`src/hdl/gpc_pkg.sv`:
```
// Shared types and constants for the GPIO pin configuration controller.
package gpc_pkg;

  // Number of pins held in the configuration table and its address width.
  localparam int PIN_COUNT = 58;
  localparam int PIN_AW    = $clog2(PIN_COUNT);

  // Field widths of a command and of a result.
  localparam int OP_W   = 3;
  localparam int PIN_W  = 6;
  localparam int FUNC_W = 3;
  localparam int PULL_W = 2;
  localparam int STAT_W = 2;

  // Command codes; the remaining codes are unknown commands.
  typedef enum logic [OP_W-1:0] {
    OP_SET_CONFIG = 3'd0,
    OP_GET_CONFIG = 3'd1,
    OP_WRITE      = 3'd2,
    OP_TOGGLE     = 3'd3,
    OP_READ       = 3'd4
  } op_t;

  // Result status codes.
  typedef enum logic [STAT_W-1:0] {
    ST_OK         = 2'd0,
    ST_INVAL      = 2'd1,
    ST_NOT_OUTPUT = 2'd2,
    ST_UNKNOWN    = 2'd3
  } status_t;

  // Function and pull codes with a special meaning.
  localparam logic [FUNC_W-1:0] FUNC_OUTPUT  = 3'd1;
  localparam logic [PULL_W-1:0] PULL_INVALID = 2'd3;

  // One entry of the pin table.
  typedef struct packed {
    logic [FUNC_W-1:0] func;
    logic [PULL_W-1:0] pull;
    logic              latch;
  } entry_t;

  localparam int ENTRY_W = $bits(entry_t);

  // Commands from the controller to the datapath.
  typedef struct packed {
    logic capture;  // take the command in and look up the pin entry
    logic commit;   // execute, update the table and load the result
  } cmd_t;

endpackage

```
`src/hdl/gpc_ram.sv`:
```
// Generic single-port-write, single-port-read RAM with a registered read.
module gpc_ram #(
  parameter int WIDTH = 8,
  parameter int DEPTH = 16
) (
  input  logic                     clk,
  input  logic                     wr_en,
  input  logic [$clog2(DEPTH)-1:0] wr_addr,
  input  logic [WIDTH-1:0]         wr_data,
  input  logic                     rd_en,
  input  logic [$clog2(DEPTH)-1:0] rd_addr,
  output logic [WIDTH-1:0]         rd_data
);

  logic [WIDTH-1:0] mem_r [DEPTH];
  logic [WIDTH-1:0] rd_data_r;

  // Write port and registered read port.
  always_ff @(posedge clk) begin
    if (wr_en) begin
      mem_r[wr_addr] <= wr_data;
    end
    if (rd_en) begin
      rd_data_r <= mem_r[rd_addr];
    end
  end

  assign rd_data = rd_data_r;

endmodule

```
`src/hdl/gpc_ctrl.sv`:
```
// Controller state machine that sequences one command at a time.
module gpc_ctrl (
  input  logic          clk,
  input  logic          rst_n,
  input  logic          in_valid,
  output logic          in_stall,
  output logic          out_valid,
  input  logic          out_stall,
  output gpc_pkg::cmd_t cmd
);

  import gpc_pkg::*;

  typedef enum logic {
    S_IDLE,
    S_EXEC
  } state_t;

  state_t state_r, state_nxt;
  logic   out_valid_r, out_valid_nxt;
  logic   slot_free;

  // The result register can be loaded when it is empty or being drained.
  assign slot_free = !out_valid_r || !out_stall;

  // Commands to the datapath.
  always_comb begin
    cmd.capture = (state_r == S_IDLE) && in_valid;
    cmd.commit  = (state_r == S_EXEC) && slot_free;
  end

  // Next state and result valid.
  always_comb begin
    state_nxt     = state_r;
    out_valid_nxt = out_valid_r;
    if (out_valid_r && !out_stall) begin
      out_valid_nxt = 1'b0;
    end
    case (state_r)
      S_IDLE: begin
        if (in_valid) begin
          state_nxt = S_EXEC;
        end
      end
      S_EXEC: begin
        if (slot_free) begin
          out_valid_nxt = 1'b1;
          state_nxt     = S_IDLE;
        end
      end
      default: begin
        state_nxt = S_IDLE;
      end
    endcase
  end

  // State and registered outputs.
  always_ff @(posedge clk) begin
    if (!rst_n) begin
      state_r     <= S_IDLE;
      out_valid_r <= 1'b0;
    end else begin
      state_r     <= state_nxt;
      out_valid_r <= out_valid_nxt;
    end
  end

  assign in_stall  = (state_r != S_IDLE);
  assign out_valid = out_valid_r;

endmodule

```
`src/hdl/gpc_datapath.sv`:
```
// Datapath: command registers, pin table, command execution and result register.
module gpc_datapath (
  input  logic                         clk,
  input  logic                         rst_n,
  input  gpc_pkg::cmd_t                cmd,
  input  logic [gpc_pkg::OP_W-1:0]     in_opcode,
  input  logic [gpc_pkg::PIN_W-1:0]    in_pin,
  input  logic [gpc_pkg::FUNC_W-1:0]   in_function_code,
  input  logic [gpc_pkg::PULL_W-1:0]   in_pull_mode,
  input  logic                         in_drive_value,
  input  logic                         in_external_level,
  output logic [gpc_pkg::STAT_W-1:0]   out_status,
  output logic [gpc_pkg::PIN_W-1:0]    out_result_pin,
  output logic [gpc_pkg::FUNC_W-1:0]   out_result_function,
  output logic [gpc_pkg::PULL_W-1:0]   out_result_pull,
  output logic                         out_result_level
);

  import gpc_pkg::*;

  // Captured command.
  logic [OP_W-1:0]   op_r;
  logic [PIN_W-1:0]  pin_r;
  logic [FUNC_W-1:0] func_r;
  logic [PULL_W-1:0] pull_r;
  logic              drive_r;
  logic              ext_r;

  // Result register.
  logic [STAT_W-1:0] status_r;
  logic [PIN_W-1:0]  res_pin_r;
  logic [FUNC_W-1:0] res_func_r;
  logic [PULL_W-1:0] res_pull_r;
  logic              res_level_r;

  // One bit per pin: set once the table entry has been written since reset.
  logic [PIN_COUNT-1:0] written_r;

  logic              pin_ok;
  logic [PIN_AW-1:0] addr;
  entry_t            rd_entry;
  entry_t            cur;
  entry_t            wr_entry;
  logic              wr_en;
  logic              level;
  status_t           status_nxt;
  logic [PIN_W-1:0]  res_pin_nxt;
  logic [FUNC_W-1:0] res_func_nxt;
  logic [PULL_W-1:0] res_pull_nxt;
  logic              res_level_nxt;

  // Command capture on a transfer.
  always_ff @(posedge clk) begin
    if (cmd.capture) begin
      op_r    <= in_opcode;
      pin_r   <= in_pin;
      func_r  <= in_function_code;
      pull_r  <= in_pull_mode;
      drive_r <= in_drive_value;
      ext_r   <= in_external_level;
    end
  end

  // Pin table; the lookup is issued with the transfer and returns in the execute cycle.
  gpc_ram #(
    .WIDTH (ENTRY_W),
    .DEPTH (PIN_COUNT)
  ) u_table (
    .clk     (clk),
    .wr_en   (wr_en),
    .wr_addr (addr),
    .wr_data (wr_entry),
    .rd_en   (cmd.capture),
    .rd_addr (in_pin[PIN_AW-1:0]),
    .rd_data (rd_entry)
  );

  assign addr   = pin_r[PIN_AW-1:0];
  assign pin_ok = ({{(32-PIN_W){1'b0}}, pin_r} < PIN_COUNT);

  // An entry never written since reset reads as input, no pull, latch low.
  always_comb begin
    cur = '0;
    if (pin_ok && written_r[addr]) begin
      cur = rd_entry;
    end
  end

  assign level = (cur.func == FUNC_OUTPUT) ? cur.latch : ext_r;

  // Command execution.
  always_comb begin
    status_nxt    = ST_OK;
    res_pin_nxt   = '0;
    res_func_nxt  = '0;
    res_pull_nxt  = '0;
    res_level_nxt = 1'b0;
    wr_entry      = cur;
    wr_en         = 1'b0;
    case (op_r)
      OP_SET_CONFIG: begin
        if (!pin_ok || pull_r == PULL_INVALID) begin
          status_nxt = ST_INVAL;
        end else begin
          wr_entry.pull = pull_r;
          wr_entry.func = func_r;
          if (func_r == FUNC_OUTPUT) begin
            wr_entry.latch = drive_r;
          end
          wr_en = cmd.commit;
        end
      end
      OP_GET_CONFIG: begin
        if (!pin_ok) begin
          status_nxt = ST_INVAL;
        end else begin
          res_pin_nxt   = pin_r;
          res_func_nxt  = cur.func;
          res_pull_nxt  = cur.pull;
          res_level_nxt = level;
        end
      end
      OP_WRITE, OP_TOGGLE: begin
        if (!pin_ok) begin
          status_nxt = ST_INVAL;
        end else if (cur.func != FUNC_OUTPUT) begin
          status_nxt = ST_NOT_OUTPUT;
        end else begin
          wr_entry.latch = (op_r == OP_WRITE) ? drive_r : !cur.latch;
          wr_en          = cmd.commit;
        end
      end
      OP_READ: begin
        if (!pin_ok) begin
          status_nxt = ST_INVAL;
        end else begin
          res_pin_nxt   = pin_r;
          res_level_nxt = level;
        end
      end
      default: begin
        status_nxt = ST_UNKNOWN;
      end
    endcase
  end

  // Written-entry flags.
  always_ff @(posedge clk) begin
    if (!rst_n) begin
      written_r <= '0;
    end else if (wr_en) begin
      written_r[addr] <= 1'b1;
    end
  end

  // Result register, loaded when the command commits.
  always_ff @(posedge clk) begin
    if (cmd.commit) begin
      status_r    <= status_nxt;
      res_pin_r   <= res_pin_nxt;
      res_func_r  <= res_func_nxt;
      res_pull_r  <= res_pull_nxt;
      res_level_r <= res_level_nxt;
    end
  end

  assign out_status          = status_r;
  assign out_result_pin      = res_pin_r;
  assign out_result_function = res_func_r;
  assign out_result_pull     = res_pull_r;
  assign out_result_level    = res_level_r;

endmodule

```
`src/hdl/gpio_pin_config_controller.sv`:
```
// Top level of the GPIO pin configuration controller.
//
// The block executes one pin command at a time and gives one result for each. A command
// has a transfer cycle, in which the pin's entry is looked up in the table memory
// (registered read), and an execute cycle, in which the entry is updated and the result
// register loaded. A new command can be transferred in the cycle after execution even
// while the previous result still waits; a stalled result that is still held when the
// next command executes keeps that command in its execute step until it has been taken.
// The table needs no clearing pass: a flag per pin, cleared by reset, makes unwritten
// entries read as input, no pull and latch low.
module gpio_pin_config_controller (
  input  logic                         clk,
  input  logic                         rst_n,
  input  logic                         in_valid,
  output logic                         in_stall,
  input  logic [gpc_pkg::OP_W-1:0]     in_opcode,
  input  logic [gpc_pkg::PIN_W-1:0]    in_pin,
  input  logic [gpc_pkg::FUNC_W-1:0]   in_function_code,
  input  logic [gpc_pkg::PULL_W-1:0]   in_pull_mode,
  input  logic                         in_drive_value,
  input  logic                         in_external_level,
  output logic                         out_valid,
  input  logic                         out_stall,
  output logic [gpc_pkg::STAT_W-1:0]   out_status,
  output logic [gpc_pkg::PIN_W-1:0]    out_result_pin,
  output logic [gpc_pkg::FUNC_W-1:0]   out_result_function,
  output logic [gpc_pkg::PULL_W-1:0]   out_result_pull,
  output logic                         out_result_level
);

  import gpc_pkg::*;

  cmd_t cmd;

  // Sequencing.
  gpc_ctrl u_ctrl (
    .clk       (clk),
    .rst_n     (rst_n),
    .in_valid  (in_valid),
    .in_stall  (in_stall),
    .out_valid (out_valid),
    .out_stall (out_stall),
    .cmd       (cmd)
  );

  // Table and execution.
  gpc_datapath u_datapath (
    .clk                 (clk),
    .rst_n               (rst_n),
    .cmd                 (cmd),
    .in_opcode           (in_opcode),
    .in_pin              (in_pin),
    .in_function_code    (in_function_code),
    .in_pull_mode        (in_pull_mode),
    .in_drive_value      (in_drive_value),
    .in_external_level   (in_external_level),
    .out_status          (out_status),
    .out_result_pin      (out_result_pin),
    .out_result_function (out_result_function),
    .out_result_pull     (out_result_pull),
    .out_result_level    (out_result_level)
  );

`ifndef SYNTHESIS
  // A transferred command is being executed in the next cycle, so the input is stalled.
  a_busy_after_transfer: assert property (@(posedge clk) disable iff (!rst_n)
    (in_valid && !in_stall) |=> in_stall)
    else $error("input not stalled while a command executes");

  // A new result only appears when a command was being executed.
  a_result_from_command: assert property (@(posedge clk) disable iff (!rst_n)
    $rose(out_valid) |-> $past(in_stall))
    else $error("result without a command");

  // A failed command carries nothing but its status.
  a_fail_fields_zero: assert property (@(posedge clk) disable iff (!rst_n)
    (out_valid && out_status != ST_OK) |->
      (out_result_pin == '0 && out_result_function == '0 &&
       out_result_pull == '0 && !out_result_level))
    else $error("failed command with non-zero result fields");
`endif

endmodule
```
`config.mk`:
```
export PLATFORM = sky130hd
export DESIGN_NAME = gpio_pin_config_controller
export DESIGN_NICKNAME = d
export VERILOG_FILES = /design/src/hdl/gpc_pkg.sv /design/src/hdl/gpc_ram.sv /design/src/hdl/gpc_ctrl.sv /design/src/hdl/gpc_datapath.sv /design/src/hdl/gpio_pin_config_controller.sv
export SDC_FILE = /design/constraint.sdc
export NUM_CORES = 1
export LEC_CHECK = 0
export BUFFER_PORTS_ARGS = -buffer_cell sky130_fd_sc_hd__buf_2
export CORE_ASPECT_RATIO = 0.75
export CORE_MARGIN = 2
export CORE_UTILIZATION = 62
export CTS_CLUSTER_SIZE = 14
export DETAILED_ROUTE_END_ITERATION = 8
export MAX_ROUTING_LAYER = met4
export PLACE_DENSITY = 0.82
export SYNTH_ARGS = -nofsm -noshare
export SYNTH_HDL_FRONTEND = slang
export SYNTH_HIERARCHICAL = 1
export SYNTH_SLANG_ARGS = --single-unit
```
`constraint.sdc`:
```
create_clock -name clk -period 5.5 [get_ports clk]
set_clock_uncertainty 0.1 [all_clocks]
set_input_delay 0.275 -clock clk [delete_from_list [all_inputs] [get_ports clk]]
set_output_delay 0.275 -clock clk [all_outputs]
set_load 0.02 [all_outputs]
```
After elaboration in Yosys (flattened, before gate mapping)
Memories as Yosys holds them, arrays and structs flattened. A register that Yosys moved wholly into a read port is not among the register bits.
Index checks and enable logic that the tools add are counted.
{"block": "word_totals", "register_bits": 90, "ramBits": 348, "in_bits": 20, "mem_count": 1}
{"block": "op_classes", "magnitude_cmp": 3, "n_eq_ne": 8, "muxes": 30, "bitwise": 2, "reduce_logical": 16}
{"memory": "u_datapath.u_table.mem_r", "depth": 58, "word_bits": 6, "read_ports": 1, "rd_ports_with_merged_regs": 1, "write_ports": 1, "line": "gpc_ram.sv:15", "rtl": "logic [WIDTH-1:0] mem_r [DEPTH];"}
{"cell": "$or 58x58->58", "count": 1}
{"cell": "$mux 1", "count": 19}
{"cell": "$mux 6", "count": 2}
{"cell": "$eq 3x1->1 const B", "count": 3}
{"cell": "$lt 6x7->1 const B", "count": 1}
{"cell": "$bmux 1 s6", "count": 1}
{"cell": "$demux 1 s6", "count": 1}
{"cell": "$eq 3x2->1 const B", "count": 2}
{"cell": "$ge 6x1->1 const B", "count": 1}
{"cell": "$lt 6x6->1 const B", "count": 1}
{"cell": "$pmux 1 s2", "count": 3}
{"cell": "$pmux 2 s3", "count": 1}
{"cell": "$logic_and 1x1->1", "count": 5}
{"cell": "$mux 5", "count": 1}
{"cell": "$logic_not 1->1", "count": 4}
{"cell": "$mux 2", "count": 2}
{"cell": "$reduce_and 2->1", "count": 2}
{"cell": "$reduce_or 2->1", "count": 2}
{"cell": "$eq 3x3->1 const B", "count": 1}
{"cell": "$logic_not 3->1", "count": 1}
{"cell": "$ne 3x1->1 const B", "count": 1}
{"cell": "$eq 2x2->1 const B", "count": 1}
{"cell": "$logic_or 1x1->1", "count": 2}
{"cell": "$not 1->1", "count": 1}

Logic depth before layout (Yosys ltp)
Gate-level depths: netlist of run 1.
{"block": "logic_depth", "word_depth": 10, "ltp_mapped": 15}

By module
Netlist of run 1, hierarchy kept.
{"module": "gpc_ram", "n_inst": 1, "cells_per_inst": 674, "area_per_inst_um2": 13972.2, "seq_area_each_um2": 10630.2}
{"module": "gpc_datapath", "n_inst": 1, "cells_per_inst": 384, "area_per_inst_um2": 3875.0, "seq_area_each_um2": 2062.0}
{"module": "gpc_ctrl", "n_inst": 1, "cells_per_inst": 8, "area_per_inst_um2": 81.3, "seq_area_each_um2": 40.0}

Least setup slack after synthesis of run 1
No wires, ideal clock.
{"block": "synth_timing", "path_type": "register -> register", "from": "register u_datapath.pin_r[1], in the netlist u_datapath/addr[1]", "to": "memory u_datapath/u_table/mem_r[0][1] (netlist name), data pin", "t_arrival_ns": 4.058, "required_time_ns": 4.745, "setup_slack_ns": 0.687, "stages_incl_launch_ff": 9, "cell_sequence": "edfxtp_1 -> buf_2 -> buf_2 -> o311ai_0 -> a221oi_1 -> o31ai_1 -> nor4_2 -> buf_2 -> o21ai_0"}
{"element": "from (decl)", "line": "gpc_datapath.sv:23", "rtl": "logic [PIN_W-1:0] pin_r;"}
{"element": "from (signal assigned)", "line": "gpc_datapath.sv:56", "rtl": "pin_r <= in_pin;"}
{"element": "to (decl)", "line": "gpc_ram.sv:15"}

Final worst setup path of run 1
{"block": "layout_timing", "from": "register u_datapath.pin_r[2], in the netlist u_datapath/addr[2]", "to": "memory u_datapath/u_table/mem_r[32][3] (netlist name), enable pin"}
{"block": "layout_via", "elab_chain_cells": 10, "elab_cells_between_ends": 14}
{"element": "$bmux 1 s6", "line": "gpc_datapath.sv:84", "rtl": "if (pin_ok && written_r[addr]) begin"}
{"element": "$mux 1 (implied by the code)", "line": "gpc_datapath.sv:84"}
{"element": "$logic_and 1x1->1", "line": "gpc_datapath.sv:84"}
{"element": "$mux 6", "line": "gpc_datapath.sv:84"}
{"element": "$ne 3x1->1", "line": "gpc_datapath.sv:126", "rtl": "end else if (cur.func != FUNC_OUTPUT) begin"}
{"element": "$mux 1", "line": "gpc_datapath.sv:126"}
{"element": "$mux 1", "line": "gpc_datapath.sv:124", "rtl": "if (!pin_ok) begin"}
{"element": "$pmux 1 s2 (*)", "line": "gpc_datapath.sv:100", "rtl": "case (op_r)"}
{"element": "via u_datapath.wr_en", "line": "gpc_datapath.sv:44", "rtl": "logic wr_en;"}
{"element": "$mux 1 (*)", "line": "gpc_ram.sv:20", "rtl": "if (wr_en) begin"}
{"element": "$mux 1 (implied by the code) (*)", "line": "gpc_ram.sv:21", "rtl": "mem_r[wr_addr] <= wr_data;"}
Mark *: on every way through the listed nets, which the timed path passes. The rest lies on a longest branch. The select of a mux whose other input is x is not followed.

==> flow_summary.ini, run 1 <==
[routing]
postRouteAntennaNets = 0
via_count = 10200
dr.pass1.iters = 7
wl_um = 40400
post-route-drc-count = 0
avgViaCountPerCell = 6.67
dr.first_iter.drc_count = 1302
wl_per_cell_um = 26.5

[job]
drv_cap = 0

[sta]
min_period_ns = 4.39
tns_ns = 0
timing.hold.ws_ns = 0.0231
post-route-period-util_pct = 79.9
finalSetupViolCount = 0
fin_ws_ns = 1.11
clock.fmax_ghz = 0.228
drv_slew = 0
slew-limit-headroom_pct = 38.8
worstMarginPinSlew_ns = 0.914
rsz0062_at_grt = no
hold_viol = 0

[layout]
diodes = 0
final_cells = 1522
nets = 1130
fin_util_pct = 69.9
syn2layout_area_growth_pct = 10.2
drive_gt1_share_pct = 17.7
final_cell_area_um2 = 19800

[critical_path]
crit_family = simple AND/OR/NAND/NOR gates
crit_end = u_datapath/u_table/mem_r[32][3]$_DFFE_PP_
max_stage_delay_ns = 0.94
cp.depth = 12
worstPathRequired_ns = 5.56
r2r_start = u_datapath/addr[2]$_DFFE_PP_
reg2reg_depth = 12
critPathCaptureType = flip-flop
critPathBufInv = 3
startpoint = u_datapath/addr[2]$_DFFE_PP_
crit_type = flip-flop to flip-flop
rr_endpoint = u_datapath/u_table/mem_r[32][3]$_DFFE_PP_
cpMaxStageDelayCell = edfxtp_1
critPathLaunchType = flip-flop
rrSetupSlack_ns = 1.11
cp_max_fo = 29
cp_data_arrival_time_ns = 4.46
cp_cell_sequence = buf_4 -> nand3_1 -> o21ai_0 -> o21ai_0 -> a21oi_1 -> nor4_4 -> buf_4 -> a2bb2oi_4 -> inv_2 -> nor4bb_1 -> nand2b_1 -> nor3_1

[floorplan]
start_util_pct = 63.5
die_w_um = 200
placementRows = 53
ios = 36
die-area_um2 = 30300
core-area_um2 = 28200
die_h_um = 151

[clocking]
ctsRootBufferMaster = clkbuf_16
cts_max_level = 2
clk_latency_ns = 0.56
cts_tree = done
cts_setup_buffers = 0
clk_pin_slew_ns = 0.06
clock_path_buffers = 3
post_cts_resized = 0
cts.sinks = 444
cts_buffers = 41
cts_hold_buffers = 12

[yosys]
yosys_warnings = 6
synth-edff-count = 384
synth_top_area_share_pct = 64.3
yosysMostFrequentCell = edfxtp_1
syn-cell-area_um2 = 17900
netlist-cell-type-count = 61
synth_top_area_cell = edfxtp_1
synth.area.top_cells = edfxtp_1 (64%), mux4_2 (8.8%), dfxtp_1 (6.7%), mux4_1 (2.6%), o31ai_1 (2.6%)
syn_inst = 1066
ys_seq_elements = 444
synth_nets = 1086
synth_common_cells = edfxtp_1 (384), nand2_1 (92), nor2_1 (71), mux4_2 (70), o31ai_1 (61)
syn_avg_cell_area_um2 = 16.8
ys.flop_type = edfxtp_1
synth-async-reset-ratio_pct = 0
ys_seq_area_share_pct = 71.0

[min_path]
hold_class = input port to flip-flop

[grt]
grt_pass1_wl_um = 62000
antenna_found_initial = 0
grt_pass1_vias = 9853
overflow = 0
grt_max_degree = 66
grt.total_usage_pct = 28.5

[outcome]
status = finished clean

[placed_design]
place_congestion = 0.905
placement.cell_area_um2 = 18400
io_buffers = 35
place_inst = 1440
dp_slack_ns = 1.25
dpl.hpwl_um = 24100

[pwr]
power_density_nw_per_um2 = 342
leakagePower_nw = 6.34
peakVddDrop_mv = 0.360
power_mw = 6.75
==> cells in the final DEF, fill, tap and decap left out, drive strengths merged, types with 14 or more instances in the layout <==
cell,instances
a21oi,14
buf,56
clkbuf,53
dfxtp,60
edfxtp,384
mux2i,19
mux4,88
nand2,92
nand3,26
nand3b,15
nor2,71
o21ai,19
o22ai,20
o31ai,61
==> area by class of cell <==
cell class | count | area (um^2)
sequential | 444 | 12700
inverter | 5 | 18.8
tap | 385 | 482
clock buffer | 53 | 1070
clock inverter | 17 | 134
fill | 1758 | 8490
timing repair buffer | 68 | 459
multi-input combinational | 550 | 4860
==> state kept, by name, indices dropped and copies added (netlist names), 3 cells and up <==
| name | cells |
|---|---|
| u_datapath/u_table/mem_r | 348 |
| u_datapath/out_result_function | 3 |
| u_datapath/u_table/rd_data | 6 |
| u_datapath/addr | 6 |
| u_datapath/written_r | 58 |
| u_datapath/func_r | 3 |
| u_datapath/out_result_pin | 6 |
| u_datapath/op_r | 3 |
==> power breakdown <==
part	internal, mW	switching, mW
clock	1.46	1.18
sequential	3.70	0.0206
combinational	0.129	0.254
==> worst min path at each step <==
stage                                           from                                     to  cells past startpoint
6_report                                   in_pin[2]           u_datapath/addr[2]$_DFFE_PP_                      1
5_1_grt                                    in_pin[2]           u_datapath/addr[2]$_DFFE_PP_                      1
4_1_cts                                    in_pin[2]           u_datapath/addr[2]$_DFFE_PP_                      1
3_5_place_dp   u_datapath/written_r[14]$_SDFFE_PN0P_  u_datapath/written_r[14]$_SDFFE_PN0P_                      2
3_3_place_gp   u_datapath/written_r[31]$_SDFFE_PN0P_  u_datapath/written_r[31]$_SDFFE_PN0P_                      2
2_1_floorplan                              in_pin[0]           u_datapath/addr[0]$_DFFE_PP_                      0
==> per-layer routing <==
layer  track usage [%]  wire (um)
met1              41.9      16900
met2              41.3      18300
met3              6.00       4500
met4              7.74        772
met5                 -          0
==> logic make-up after synthesis <==
kind of cell	after synthesis	share of synthesized area, %
compound gates	157	6.13
xor+xnor	1	0.0489
buf+inv	72	2.37
flops	444	71.0
mux	113	12.9
simple gates	279	7.57
==> worst reg2reg max path: stages, from the launching register on <==
cell and delay [ns]:
edfxtp_1 0.94, buf_4 0.36, nand3_1 0.10, o21ai_0 0.08, o21ai_0 0.09, a21oi_1 0.30, nor4_4 0.08, buf_4 0.22
a2bb2oi_4 0.19, inv_2 0.12, nor4bb_1 0.44, nand2b_1 0.27, nor3_1 0.70
No activity file was read; power rests on OpenSTA's default activity.
==> run 2: changes to the inputs <==
clock period = 4.15 ns   (was 5.5 ns; I/O delays follow)
==> flow_summary.ini, run 2 (synthesized netlist as in run 1, its figures left out) <==
[outcome]
status = finished clean

[sta]
post-route-period-util_pct = 97.1
finalSetupViolCount = 0
hold_viol = 0
slew-limit-headroom_pct = 15.9
clock.fmax_ghz = 0.248
rsz0062_at_grt = no
timing.hold.ws_ns = 0.0931
drv_slew = 0
worstMarginPinSlew_ns = 1.26
min_period_ns = 4.03

[routing]
dr.pass1.iters = 5
via_count = 10400
wl_um = 40800
post-route-drc-count = 0
wl_per_cell_um = 26.4
postRouteAntennaNets = 0
avgViaCountPerCell = 6.71
dr.first_iter.drc_count = 1442

[placed_design]
io_buffers = 35
place_congestion = 0.894
dpl.hpwl_um = 24800

[layout]
reg_top3 = u_datapath/u_table/mem_r: 348 flops, u_datapath/written_r: 58 flops
syn2layout_area_growth_pct = 11.8
most-common-layout-cells = edfxtp_1 (384), nand2_1 (92), nor2_1 (71)
drive_gt1_share_pct = 19.5
max_flop_register = u_datapath/u_table/mem_r
largest_reg_flops = 348
nets = 1148
final_common_cell = edfxtp_1

[critical_path]
rrSetupSlack_ns = 0.12
crit_type = flip-flop to flip-flop
critPathCaptureType = flip-flop
cpMostUsedCell = nand3_1
crit_family = simple AND/OR/NAND/NOR gates
max_stage_delay_ns = 0.80
cpMaxStageDelayCell = edfxtp_1
cp_data_arrival_time_ns = 4.10
r2r_start = u_datapath/addr[3]$_DFFE_PP_
rr_endpoint = u_datapath/u_table/mem_r[45][1]$_DFFE_PP_
critPathLaunchType = flip-flop
cp_cell_sequence = nand3_1 -> nor4_1 -> a211oi_2 -> o31ai_1 -> nor4_4 -> a2bb2oi_4 -> inv_2 -> nor2b_1 -> nand3_1 -> nor2_1
cp_max_fo = 19
worstPathRequired_ns = 4.22
reg2reg_depth = 10
critPathBufInv = 1

[clocking]
cts_tree = done
cts.sinks = 444
clk_pin_slew_ns = 0.06
clock_path_buffers = 3
clk_latency_ns = 0.55
ctsRootBufferMaster = clkbuf_16
post_cts_resized = 0
cts_buffers = 42
cts_max_level = 2

[floorplan]
start_util_pct = 63.5
core-area_um2 = 28200
die_w_um = 200
ios = 36
die_h_um = 151
placementRows = 53
die-area_um2 = 30300

[min_path]
whs_path_depth = 1
worstHoldStart = in_pin[0]
hold_class = input port to flip-flop
worstHoldEndpoint = u_datapath/addr[0]$_DFFE_PP_

[pwr]
leakagePower_nw = 6.52
sequentialPowerShare_pct = 53.4
switchingPower_mw = 1.95
p_int_mw = 7.28
peakVddDrop_mv = 0.405
sw_frac_of_total_pct = 21.1
power_frac_comb_pct = 5.6
p_clk_share_pct = 40.9
power_density_nw_per_um2 = 460
power_mw = 9.22

[grt]
grt_pass1_vias = 10100
grt_max_degree = 67
antenna_found_initial = 2
grt.total_usage_pct = 28.5
overflow = 0
grt_pass1_wl_um = 62000

[job]
drv_cap = 0
[run 2: cell types whose count changed in the layout (fill, tap and decap cells not counted), sizes merged]
cell and delta:
bufinv +1, clkinvlp -1, clkinv +2, clkbuf +5, diode +2, buf +17
inv -1
[run 2: per-layer routing]
layer / share of wire (%) / track usage [%] / up-vias
met5: 0 / - / -
met4: 2.5 / 8.07 / 0
met3: 12 / 6.24 / 93
met2: 45 / 41.7 / 678
met1: 41 / 41.1 / 5225
li1: - / - / 4389
[run 2: final cells by class]
| cell class | instances | area (um^2) |
|---|---|---|
| Sequential cell | 444 | 12700 |
| Tap cell | 385 | 482 |
| Timing Repair Buffer | 85 | 599 |
| Fill cell | 1689 | 8200 |
| Clock buffer | 58 | 1190 |
| Inverter | 5 | 18.8 |
| Antenna cell | 2 | 5.00 |
| Clock inverter | 18 | 159 |
| Multi-Input combinational cell | 550 | 4860 |
[run 2: per-stage QoR]
stage	instance area [um^2]	worst slack (ns)	utilization [%]	instances	setup TNS (ns)
after floorplan	17900	-0.663	-	1066	-192.21
after global placement	18600	0.409	65.7	1457	0
after detailed placement	18600	0.394	65.7	1457	0
after CTS	20000	0.346	71.0	1545	0
after global routing	20100	0.0817	71.0	1547	0
final	20100	0.120	71.0	1547	0
[run 2: worst max path at each step]
| stage | start | to | cells after the start |
|---|---|---|---|
| 2_1_floorplan | u_datapath/addr[1]$_DFFE_PP_ | u_datapath/u_table/mem_r[0][1]$_DFFE_PP_ | 8 |
| 5_1_grt | u_datapath/addr[3]$_DFFE_PP_ | u_datapath/u_table/mem_r[45][1]$_DFFE_PP_ | 10 |
| 3_5_place_dp | u_datapath/addr[1]$_DFFE_PP_ | u_datapath/u_table/mem_r[35][5]$_DFFE_PP_ | 10 |
| 3_3_place_gp | u_datapath/addr[1]$_DFFE_PP_ | u_datapath/u_table/mem_r[33][1]$_DFFE_PP_ | 10 |
| 6_report | u_datapath/addr[3]$_DFFE_PP_ | u_datapath/u_table/mem_r[45][1]$_DFFE_PP_ | 10 |
| 4_1_cts | u_datapath/addr[1]$_DFFE_PP_ | u_datapath/u_table/mem_r[45][1]$_DFFE_PP_ | 10 |
[run 2: worst register-to-register path, cell delays in order, from the launching register on]
cell and delay [ns]:
edfxtp_1 0.80, nand3_1 0.31, nor4_1 0.44, a211oi_2 0.07, o31ai_1 0.14, nor4_4 0.08, a2bb2oi_4 0.19, inv_2 0.11
nor2b_1 0.29, nand3_1 0.51, nor2_1 0.63
[run 2: timing repair]
item / CTS / global route
endpoints found under the setup margin: 0 / 0
setup buffers: 0 / 0
hold buffers: 12 / 0
endpoints found under the hold margin: 13 / 0
[run 2: power groups by stage]
stage               logic, mW  clock network (mW)  registers (mW)
CTS                     0.513                3.80            4.93
global route            0.551                4.00            4.93
detailed placement      0.500                   0            5.02
global placement        0.488                   0            5.02
finish                  0.521                3.77            4.93
floorplan               0.323                   0            5.03
